**config.mk**
```make
export PLATFORM = sky130hd
export DESIGN_NAME = spsel_ctrl
export DESIGN_NICKNAME = d
export VERILOG_FILES = /design/src/rtl/spsel_pkg.sv /design/src/rtl/spsel_ctrl.sv
export SDC_FILE = /design/constraint.sdc
export NUM_CORES = 1
export LEC_CHECK = 0
export BUFFER_PORTS_ARGS = -buffer_cell sky130_fd_sc_hd__buf_2
export CAP_MARGIN = 40
export CORE_UTILIZATION = 33
export DETAILED_ROUTE_END_ITERATION = 8
export PLACE_DENSITY = 0.84
export SYNTH_ARGS = -nofsm -noshare
export SYNTH_HDL_FRONTEND = slang
export SYNTH_SLANG_ARGS = --single-unit
```
**constraint.sdc**
```tcl
create_clock -name clock -period 2.1 [get_ports clock]
set_input_delay 0.42 -clock clock [delete_from_list [all_inputs] [get_ports clock]]
set_output_delay 0.42 -clock clock [all_outputs]
set_load 0.02 [all_outputs]
```
**src/rtl/spsel_pkg.sv**
```systemverilog
package spsel_pkg;

   localparam int CMD_W    = 2;
   localparam int SAMPLE_W = 32;
   localparam int PCT_W    = 14;
   localparam int STATUS_W = 2;
   localparam int HELD_W   = 9;

   localparam logic [CMD_W-1:0] CMD_ADD = 2'd0;
   localparam logic [CMD_W-1:0] CMD_PCT = 2'd1;
   localparam logic [CMD_W-1:0] CMD_MED = 2'd2;
   localparam logic [CMD_W-1:0] CMD_CLR = 2'd3;

   localparam logic [STATUS_W-1:0] ST_OK    = 2'd0;
   localparam logic [STATUS_W-1:0] ST_EMPTY = 2'd1;
   localparam logic [STATUS_W-1:0] ST_RANGE = 2'd2;
   localparam logic [STATUS_W-1:0] ST_FULL  = 2'd3;

   localparam logic [PCT_W-1:0] PCT_FULL_SCALE = 14'd10000;

   // floor(x / 10000) as (x * PCT_RECIP) >> PCT_RECIP_SHIFT, exact for x below 2**27
   localparam int                     PCT_RECIP_W     = 27;
   localparam int                     PCT_RECIP_SHIFT = 40;
   localparam logic [PCT_RECIP_W-1:0] PCT_RECIP       = 27'd109951163;

   // read address sources
   localparam logic [1:0] RA_TOP  = 2'd0;
   localparam logic [1:0] RA_MID  = 2'd1;
   localparam logic [1:0] RA_NEXT = 2'd2;
   localparam logic [1:0] RA_QUOT = 2'd3;

   typedef struct packed {
      logic [CMD_W-1:0]           cmd;
      logic signed [SAMPLE_W-1:0] sample;
      logic                       keep;
      logic [PCT_W-1:0]           percent;
   } req_type;

   typedef struct packed {
      logic signed [SAMPLE_W-1:0] result_value;
      logic [STATUS_W-1:0]        status;
      logic [HELD_W-1:0]          held_count;
   } rsp_type;

   typedef struct packed {
      logic                latch;
      logic                pos_load;
      logic                pos_dec;
      logic                wr_en;
      logic                wr_sel_data;
      logic                rd_en;
      logic [1:0]          rd_sel;
      logic                cnt_inc;
      logic                cnt_clear;
      logic                prod_load;
      logic                div_step;
      logic                rsp_load;
      logic                rsp_use_data;
      logic [STATUS_W-1:0] rsp_status;
   } ctl_type;

   typedef struct packed {
      logic count_zero;
      logic count_full;
      logic is_greater;
      logic pos_last;
   } sts_type;

endpackage

```
**src/rtl/spsel_ctrl.sv**
```systemverilog
module spsel_ctrl (
   input  logic               clock,
   input  logic               reset,
   input  logic               start,
   input  spsel_pkg::req_type req,
   input  spsel_pkg::sts_type sts,
   output spsel_pkg::ctl_type ctl,
   output logic               busy
);

   localparam logic [2:0] S_IDLE  = 3'd0;
   localparam logic [2:0] S_SHIFT = 3'd1;
   localparam logic [2:0] S_PLACE = 3'd2;
   localparam logic [2:0] S_DIV   = 3'd3;
   localparam logic [2:0] S_READ  = 3'd4;
   localparam logic [2:0] S_FETCH = 3'd5;

   logic [2:0] state_ff, state_in;

   always_comb begin
      ctl      = '0;
      state_in = state_ff;
      unique case (state_ff)
         S_IDLE: begin
            if (start) begin
               ctl.latch = 1'b1;
               unique case (req.cmd)
                  spsel_pkg::CMD_ADD: begin
                     if (!req.keep) begin
                        ctl.rsp_load   = 1'b1;
                        ctl.rsp_status = spsel_pkg::ST_OK;
                     end else if (sts.count_full) begin
                        ctl.rsp_load   = 1'b1;
                        ctl.rsp_status = spsel_pkg::ST_FULL;
                     end else begin
                        ctl.pos_load = 1'b1;
                        if (sts.count_zero) begin
                           state_in = S_PLACE;
                        end else begin
                           ctl.rd_en  = 1'b1;
                           ctl.rd_sel = spsel_pkg::RA_TOP;
                           state_in   = S_SHIFT;
                        end
                     end
                  end
                  spsel_pkg::CMD_PCT: begin
                     if (sts.count_zero) begin
                        ctl.rsp_load   = 1'b1;
                        ctl.rsp_status = spsel_pkg::ST_EMPTY;
                     end else if (req.percent > spsel_pkg::PCT_FULL_SCALE) begin
                        ctl.rsp_load   = 1'b1;
                        ctl.rsp_status = spsel_pkg::ST_RANGE;
                     end else begin
                        ctl.prod_load = 1'b1;
                        state_in      = S_DIV;
                     end
                  end
                  spsel_pkg::CMD_MED: begin
                     if (sts.count_zero) begin
                        ctl.rsp_load   = 1'b1;
                        ctl.rsp_status = spsel_pkg::ST_EMPTY;
                     end else begin
                        ctl.rd_en  = 1'b1;
                        ctl.rd_sel = spsel_pkg::RA_MID;
                        state_in   = S_FETCH;
                     end
                  end
                  default: begin
                     ctl.cnt_clear  = 1'b1;
                     ctl.rsp_load   = 1'b1;
                     ctl.rsp_status = spsel_pkg::ST_OK;
                  end
               endcase
            end
         end
         S_SHIFT: begin
            ctl.wr_en = 1'b1;
            if (sts.is_greater) begin
               // move the larger entry up one slot
               ctl.wr_sel_data = 1'b1;
               ctl.pos_dec     = 1'b1;
               if (sts.pos_last) begin
                  state_in = S_PLACE;
               end else begin
                  ctl.rd_en  = 1'b1;
                  ctl.rd_sel = spsel_pkg::RA_NEXT;
               end
            end else begin
               ctl.cnt_inc    = 1'b1;
               ctl.rsp_load   = 1'b1;
               ctl.rsp_status = spsel_pkg::ST_OK;
               state_in       = S_IDLE;
            end
         end
         S_PLACE: begin
            ctl.wr_en      = 1'b1;
            ctl.cnt_inc    = 1'b1;
            ctl.rsp_load   = 1'b1;
            ctl.rsp_status = spsel_pkg::ST_OK;
            state_in       = S_IDLE;
         end
         S_DIV: begin
            ctl.div_step = 1'b1;
            state_in     = S_READ;
         end
         S_READ: begin
            ctl.rd_en  = 1'b1;
            ctl.rd_sel = spsel_pkg::RA_QUOT;
            state_in   = S_FETCH;
         end
         S_FETCH: begin
            ctl.rsp_load     = 1'b1;
            ctl.rsp_use_data = 1'b1;
            ctl.rsp_status   = spsel_pkg::ST_OK;
            state_in         = S_IDLE;
         end
         default: begin
            state_in = S_IDLE;
         end
      endcase
   end

   always_ff @(posedge clock) begin
      if (reset) begin
         state_ff <= S_IDLE;
      end else begin
         state_ff <= state_in;
      end
   end

   assign busy = (state_ff != S_IDLE);

endmodule

```
==> results.sh, run 1 <==
export IMPL_io_pins=73
export IMPL_finalInstanceArea_um2=843
export IMPL_antenna_found_initial=0
export IMPL_drt_iter0_markers=18
export IMPL_setup_tns_final_ns=0
export IMPL_max_vdd_ir_drop_uv=260
export IMPL_cp_data_required_time_ns=1.68
export IMPL_r2r_setup_slack_ns=0.78
export IMPL_clock_latency_ns=0.23
export IMPL_holdPathStages=3
export IMPL_worst_pin_slew_ns=0.390
export IMPL_rows=14
export IMPL_cts_buffers=3
export IMPL_drt_met1_wl_um=690
export IMPL_area_growth_pct=51.1
export IMPL_track_usage=0.189
export IMPL_syn_area_per_cell_um2=7.06
export IMPL_start_util=0.362
export IMPL_synthCells=79
export IMPL_layout_min_cycle_time_ns=2.02
export IMPL_vias_per_cell=5.58
export IMPL_p_leak_nw=0.447
export IMPL_synthSimpleGateAreaFrac=0.298
export IMPL_arrival_ns=1.60
export IMPL_drtAntennaViolNets=0
export IMPL_synth_warnings=0
export IMPL_yosysTopAreaCell="dfxtp_1"
export IMPL_p_per_area_mw_per_mm2=510
export IMPL_drc=0
export IMPL_min_period_over_period=0.964
export IMPL_grt_pass1_wl_um=2670
export IMPL_cts_sinks=3
export IMPL_r2r_start="state_ff[0]"
export IMPL_finalSetupViolations=0
export IMPL_synth_top_family_by_area="compound AO/OA/AOI/OAI gates"
export IMPL_die_area_mm2=0.00186
export IMPL_grt_pass1_vias=635
export IMPL_critPathKind="reg -> out"
export IMPL_drv_slew=0
export IMPL_grt_max_degree=12
export IMPL_power_total_mw=0.430
export IMPL_final_nets=184
export IMPL_max_slew_margin=0.740
export IMPL_largest_reg_flops=3
export IMPL_synth_xor_area_frac=0
export IMPL_status="finished, final reports clean"
export IMPL_clockBufferDepth=2
export IMPL_cts_root_buffer="clkbuf_4"
export IMPL_hold_viol_final=0
export IMPL_synth_top_area_frac=0.108
export IMPL_highest_layer="met4"
export IMPL_drive_gt1_frac=0.439
export IMPL_hold_class="in -> reg"
export IMPL_synth_distinct_cells=30
export IMPL_drtPass1Iterations=4
export IMPL_largestRegisters="state_ff: 3 flops"
export IMPL_synth_area_mux_share=0.0179
export IMPL_fmax_mhz=494
export IMPL_ys_seq_elements=3
export IMPL_worstPathMaxFanout=11
export IMPL_synth_compound_area_frac=0.386
export IMPL_synth_fa_ha_area_frac=0.0897
export IMPL_io_buffers=40
export IMPL_coreArea_mm2=0.00154
export IMPL_crit_path_end="ctl[10]"
export IMPL_ys_seq_area_frac=0.108
export IMPL_cts_tree="yes"
export IMPL_holdBufCountCts=0
export IMPL_cp_start_kind="flip-flop"
export IMPL_startpoint="state_ff[0]"
export IMPL_wl_um=1730
export IMPL_die_w_um=43.1
export IMPL_clkTransAtPathRegs_ns=0.04
export IMPL_postPlaceCellArea_um2=792
export IMPL_vias=775
export IMPL_h_tree_depth=1
export IMPL_end_kind="output pin"
export IMPL_gr_total_overflow=0
export IMPL_wl_met2_um=883
export IMPL_dp_hpwl_um=1420
export IMPL_met3_length_um=137
export IMPL_gp_congestion=0.813
export IMPL_rr_endpoint="state_ff[0]"
export IMPL_maxCapViolations=0
export IMPL_top_register="state_ff"
export IMPL_syn_area_um2=558
export IMPL_skew_ns=0.00414
export IMPL_syn_nets=139
export IMPL_die_h_um=43.1
export IMPL_synthTopCellsByArea="dfxtp_1 11%, ha_1 9.0%, nor2_1 6.7%"
export IMPL_nFillCells=154
export IMPL_r2r_cells=4
export IMPL_antennaDiodeCount=0
export IMPL_detail_route_wl_per_cell_um=12.5
where the power goes:
part	total [mW]	leakage, nW	internal (mW)	switching (mW)
Sequential	0.0823	0.0244	0.0636	0.0187
Combinational	0.247	0.408	0.103	0.144
Clock	0.101	0.0150	0.0712	0.0297
area by class of cell:
cell class	instances	area, um^2	area share
repair buffers	44	230	0.273
well taps	16	20.0	0.0237
flip-flops and latches	3	60.1	0.0712
clock buffers	4	26.3	0.0312
multi-input cells	63	473	0.561
inverters	9	33.8	0.0401
cell usage after synthesis:
library cell	n
inv_1	9
nor3_1	3
a21oi_1	7
o21bai_1	2
o41ai_2	1
nand2_1	2
o32a_1	1
o21ai_0	1
nand3b_1	1
buf_4	1
o21a_1	3
o31a_1	1
ha_1	4
a31oi_1	4
a311oi_2	1
and3_1	2
nand3_1	2
a311oi_1	1
nor3b_1	1
mux2i_1	1
nand2b_1	5
a211oi_1	2
a2111oi_2	2
nor2b_1	3
o32ai_1	1
nor2_1	10
buf_2	3
nor3_2	1
dfxtp_1	3
nor4b_1	1
routing by layer:
metal / global-route usage / vias to the layer above
li1: - / 376
met5: 0 / -
met3: 0.0426 / 4
met4: 0.0545 / 0
met1: 0.225 / 349
met2: 0.331 / 46
through the flow:
step	util	hold slack (ns)	instances	setup WS, ns
after floorplan	-	0.586	79	0.0822
after global placement	0.514	0.703	135	0.110
after detailed placement	0.514	0.702	135	0.0712
after CTS	0.531	0.465	139	0.0319
after global routing	0.547	0.524	139	-0.00540
final	0.547	0.464	139	0.0752
layout by cell type (no fill, tap or decap), types with 2 or more instances in the layout:
master     count
buf_2         40
nor2_1        10
inv_1          9
a21oi_1        7
nand2b_1       5
a31oi_1        4
ha_1           4
buf_4          4
o21a_1         3
nor3_1         3
nor2b_1        3
clkbuf_4       3
dfxtp_1        3
nand2_1        2
a211oi_1       2
and3_1         2
nand3_1        2
o21bai_1       2
a2111oi_2      2
cell families (layout without fill, tap and decap cells):
group | count (synthesis) | after routing
AO/OA/AOI/OAI | 27 | 27
adder cells (fa/ha/maj) | 4 | 4
buffers and inverters | 13 | 57
flip-flops | 3 | 3
multiplexers | 1 | 1
AND/OR/NAND/NOR | 31 | 31
worst min-delay path by stage:
stage | startpoint | to | slack, ns
after detailed placement | sts[0] | state_ff[1] | 0.70
after CTS | sts[0] | state_ff[1] | 0.47
after global placement | sts[0] | state_ff[1] | 0.70
after global routing | sts[0] | state_ff[1] | 0.52
final | sts[0] | state_ff[1] | 0.46
after floorplan | sts[0] | state_ff[1] | 0.59
timing repair:
item                                    in CTS  in global routing
endpoints found under the setup margin       0                  2
resized for setup                            0                  3
setup buffers                                0                  0
endpoints found under the hold margin        0                  0
worst max-delay path, stage by stage (launching register included):
cell	delay [ns]
dfxtp_1	0.41
nor3_4	0.26
nand2_1	0.19
o32ai_2	0.30
buf_2	0.21
(Power assumes the default switching activity.)
==> run 2, diff against run 1 <==
--- a/config.mk
+++ b/config.mk
@@ -7,6 +7,7 @@
 export LEC_CHECK = 0
 export BUFFER_PORTS_ARGS = -buffer_cell sky130_fd_sc_hd__buf_2
 export CAP_MARGIN = 40
+export CORE_MARGIN = 2
 export CORE_UTILIZATION = 33
 export DETAILED_ROUTE_END_ITERATION = 8
 export PLACE_DENSITY = 0.84
==> run 2 against run 1 <==
Against the previous run:
- final cell count rose by 0.72%
- critical path type is now in -> out
- clock skew grew 0.00050 ns
- power increased by 0.89%
- routed wire length rose by 4.9%
- sequential share of layout area up 0.075 points
- highest routed layer unchanged
- core utilization fell by 0.57 points
- clock power about the same
- first-iteration DRC count up 5.6%
- maximum frequency shrank 2.0%
- worst setup slack got worse by 0.040 ns
- via count down 2.6%
==> results.sh, run 2 (same netlist as run 1, synthesis figures left out) <==
export IMPL_status="finished, final reports clean"
export IMPL_multi_input_area_um2=457
export IMPL_clockBufferDepth=2
export IMPL_top_register="state_ff"
export IMPL_hold_slack_ns=0.474
export IMPL_met1_usage=0.190
export IMPL_min_period_over_period=0.983
export IMPL_cp_data_required_time_ns=1.68
export IMPL_coreArea_mm2=0.00154
export IMPL_vias_per_cell=5.39
export IMPL_grt_pass1_vias=722
export IMPL_regArea_um2=60.1
export IMPL_p_per_area_mw_per_mm2=520
export IMPL_io_buffers=40
export IMPL_max_slew_margin=0.706
export IMPL_layout_min_cycle_time_ns=2.07
export IMPL_h_tree_depth=1
export IMPL_clock_latency_ns=0.23
export IMPL_grt_pass1_wl_um=2700
export IMPL_final_common_cell="buf_2"
export IMPL_drt_iter0_markers=19
export IMPL_max_vdd_ir_drop_uv=244
export IMPL_setup_tns_final_ns=0
export IMPL_final_cell_mix="40 x buf_2, 10 x nor2_1, 9 x inv_1, 7 x a21oi_1"
export IMPL_hold_class="in -> reg"
export IMPL_io_pins=73
export IMPL_skew_ns=0.00465
export IMPL_worst_pin_slew_ns=0.441
export IMPL_track_usage=0.183
export IMPL_arrival_ns=1.65
export IMPL_area_growth_pct=49.6
export IMPL_antenna_found_initial=0
export IMPL_antennaDiodeCount=0
export IMPL_cts_sinks=3
export IMPL_drtAntennaViolNets=0
export IMPL_wl_um=1820
export IMPL_r2r_setup_slack_ns=0.75
export IMPL_dp_hpwl_um=1520
export IMPL_drv_slew=0
export IMPL_clkTransAtPathRegs_ns=0.03
export IMPL_cp_start_kind="input pin"
export IMPL_critPathKind="in -> out"
export IMPL_nFillCells=160
export IMPL_finalSetupViolations=0
export IMPL_holdBufCountCts=0
export IMPL_drtPass1Iterations=4
export IMPL_detail_route_wl_per_cell_um=13.0
export IMPL_drive_gt1_frac=0.444
export IMPL_maxCapViolations=0
export IMPL_hold_viol_final=0
export IMPL_grt_most_used_layer="met2"
export IMPL_gp_congestion=0.851
export IMPL_grt_met3_usage=0.0360
export IMPL_cts_root_buffer="clkbuf_4"
export IMPL_gr_total_overflow=0
export IMPL_worstHoldStart="sts[0]"
export IMPL_grt_use_met2=0.349
export IMPL_rsz0062_at_grt="no"
export IMPL_vias=755
export IMPL_stdcell_count=140
export IMPL_cts_buffers=3
export IMPL_grt_max_degree=12
export IMPL_fmax_mhz=484
export IMPL_start_util=0.362
export IMPL_die_h_um=45.1
export IMPL_r2r_start="state_ff[2]"
export IMPL_rows=14
export IMPL_largestRegisters="state_ff: 3 flops"
export IMPL_drc=0
export IMPL_end_kind="output pin"
export IMPL_die_w_um=45.1
export IMPL_largest_reg_flops=3
export IMPL_final_nets=185
export IMPL_p_leak_nw=0.445
export IMPL_startpoint="req[0]"
export IMPL_cts_tree="yes"
export IMPL_dp_cells=135
export IMPL_worstPathMaxFanout=4
export IMPL_die_area_mm2=0.00204
==> run 2: cell count changes in the layout (fill, tap and decap cells not counted) <==
| cell | previous run | this run |
|---|---|---|
| buf_4 | 4 | 5 |
| nand2_1 | 2 | 1 |
| nand2_2 | 0 | 1 |
| o32ai_1 | 0 | 1 |
| o32ai_2 | 1 | 0 |
| o41ai_2 | 0 | 1 |
| o41ai_4 | 1 | 0 |
==> run 2: routing by layer <==
layer / routed length, um / part of all wire
met5: 0 / 0
met3: 122 / 0.067
met1: 719 / 0.40
met2: 951 / 0.52
met4: 22 / 0.012
==> run 2: what timing repair did <==
item | 4_1_cts | 5_1_grt
endpoints found under the setup margin | 0 | 1
gates resized for setup | 0 | 2
setup buffers | 0 | 1
==> run 2: report_power, final <==
group | switching, mW | internal, mW
clock | 0.0299 | 0.0712
sequential | 0.0193 | 0.0635
combinational | 0.144 | 0.106
total | 0.194 | 0.240
==> run 2: cell type report <==
cell class              count  share of cell area
multi-input cells          63               0.547
well taps                  16              0.0240
flip-flops and latches      3              0.0720
clock buffers               4              0.0315
inverters                   9              0.0405
repair buffers             45               0.285
==> run 2: through the flow <==
step | cell area, um^2 | setup slack [ns] | util | power [mW]
6_report | 835 | 0.0347 | 0.541 | 0.434
5_1_grt | 835 | 0.00806 | 0.541 | 0.465
4_1_cts | 818 | 0.0266 | 0.531 | 0.422
3_5_place_dp | 792 | 0.0398 | 0.514 | 0.319
3_3_place_gp | 792 | 0.121 | 0.514 | 0.310
2_1_floorplan | 564 | 0.0822 | - | 0.238
==> run 2: final timing paths <==
kind | endpoint | cells after the start
max | ctl[5] | 5
min | state_ff[1] | 3
max reg2reg | state_ff[1] | 5
min reg2reg | state_ff[2] | 3
==> run 2: worst max-delay path, stage by stage <==
cell and delay [ns]:
buf_2 0.11, o41ai_2 0.39, a311oi_2 0.23, nor4b_2 0.29
buf_2 0.21
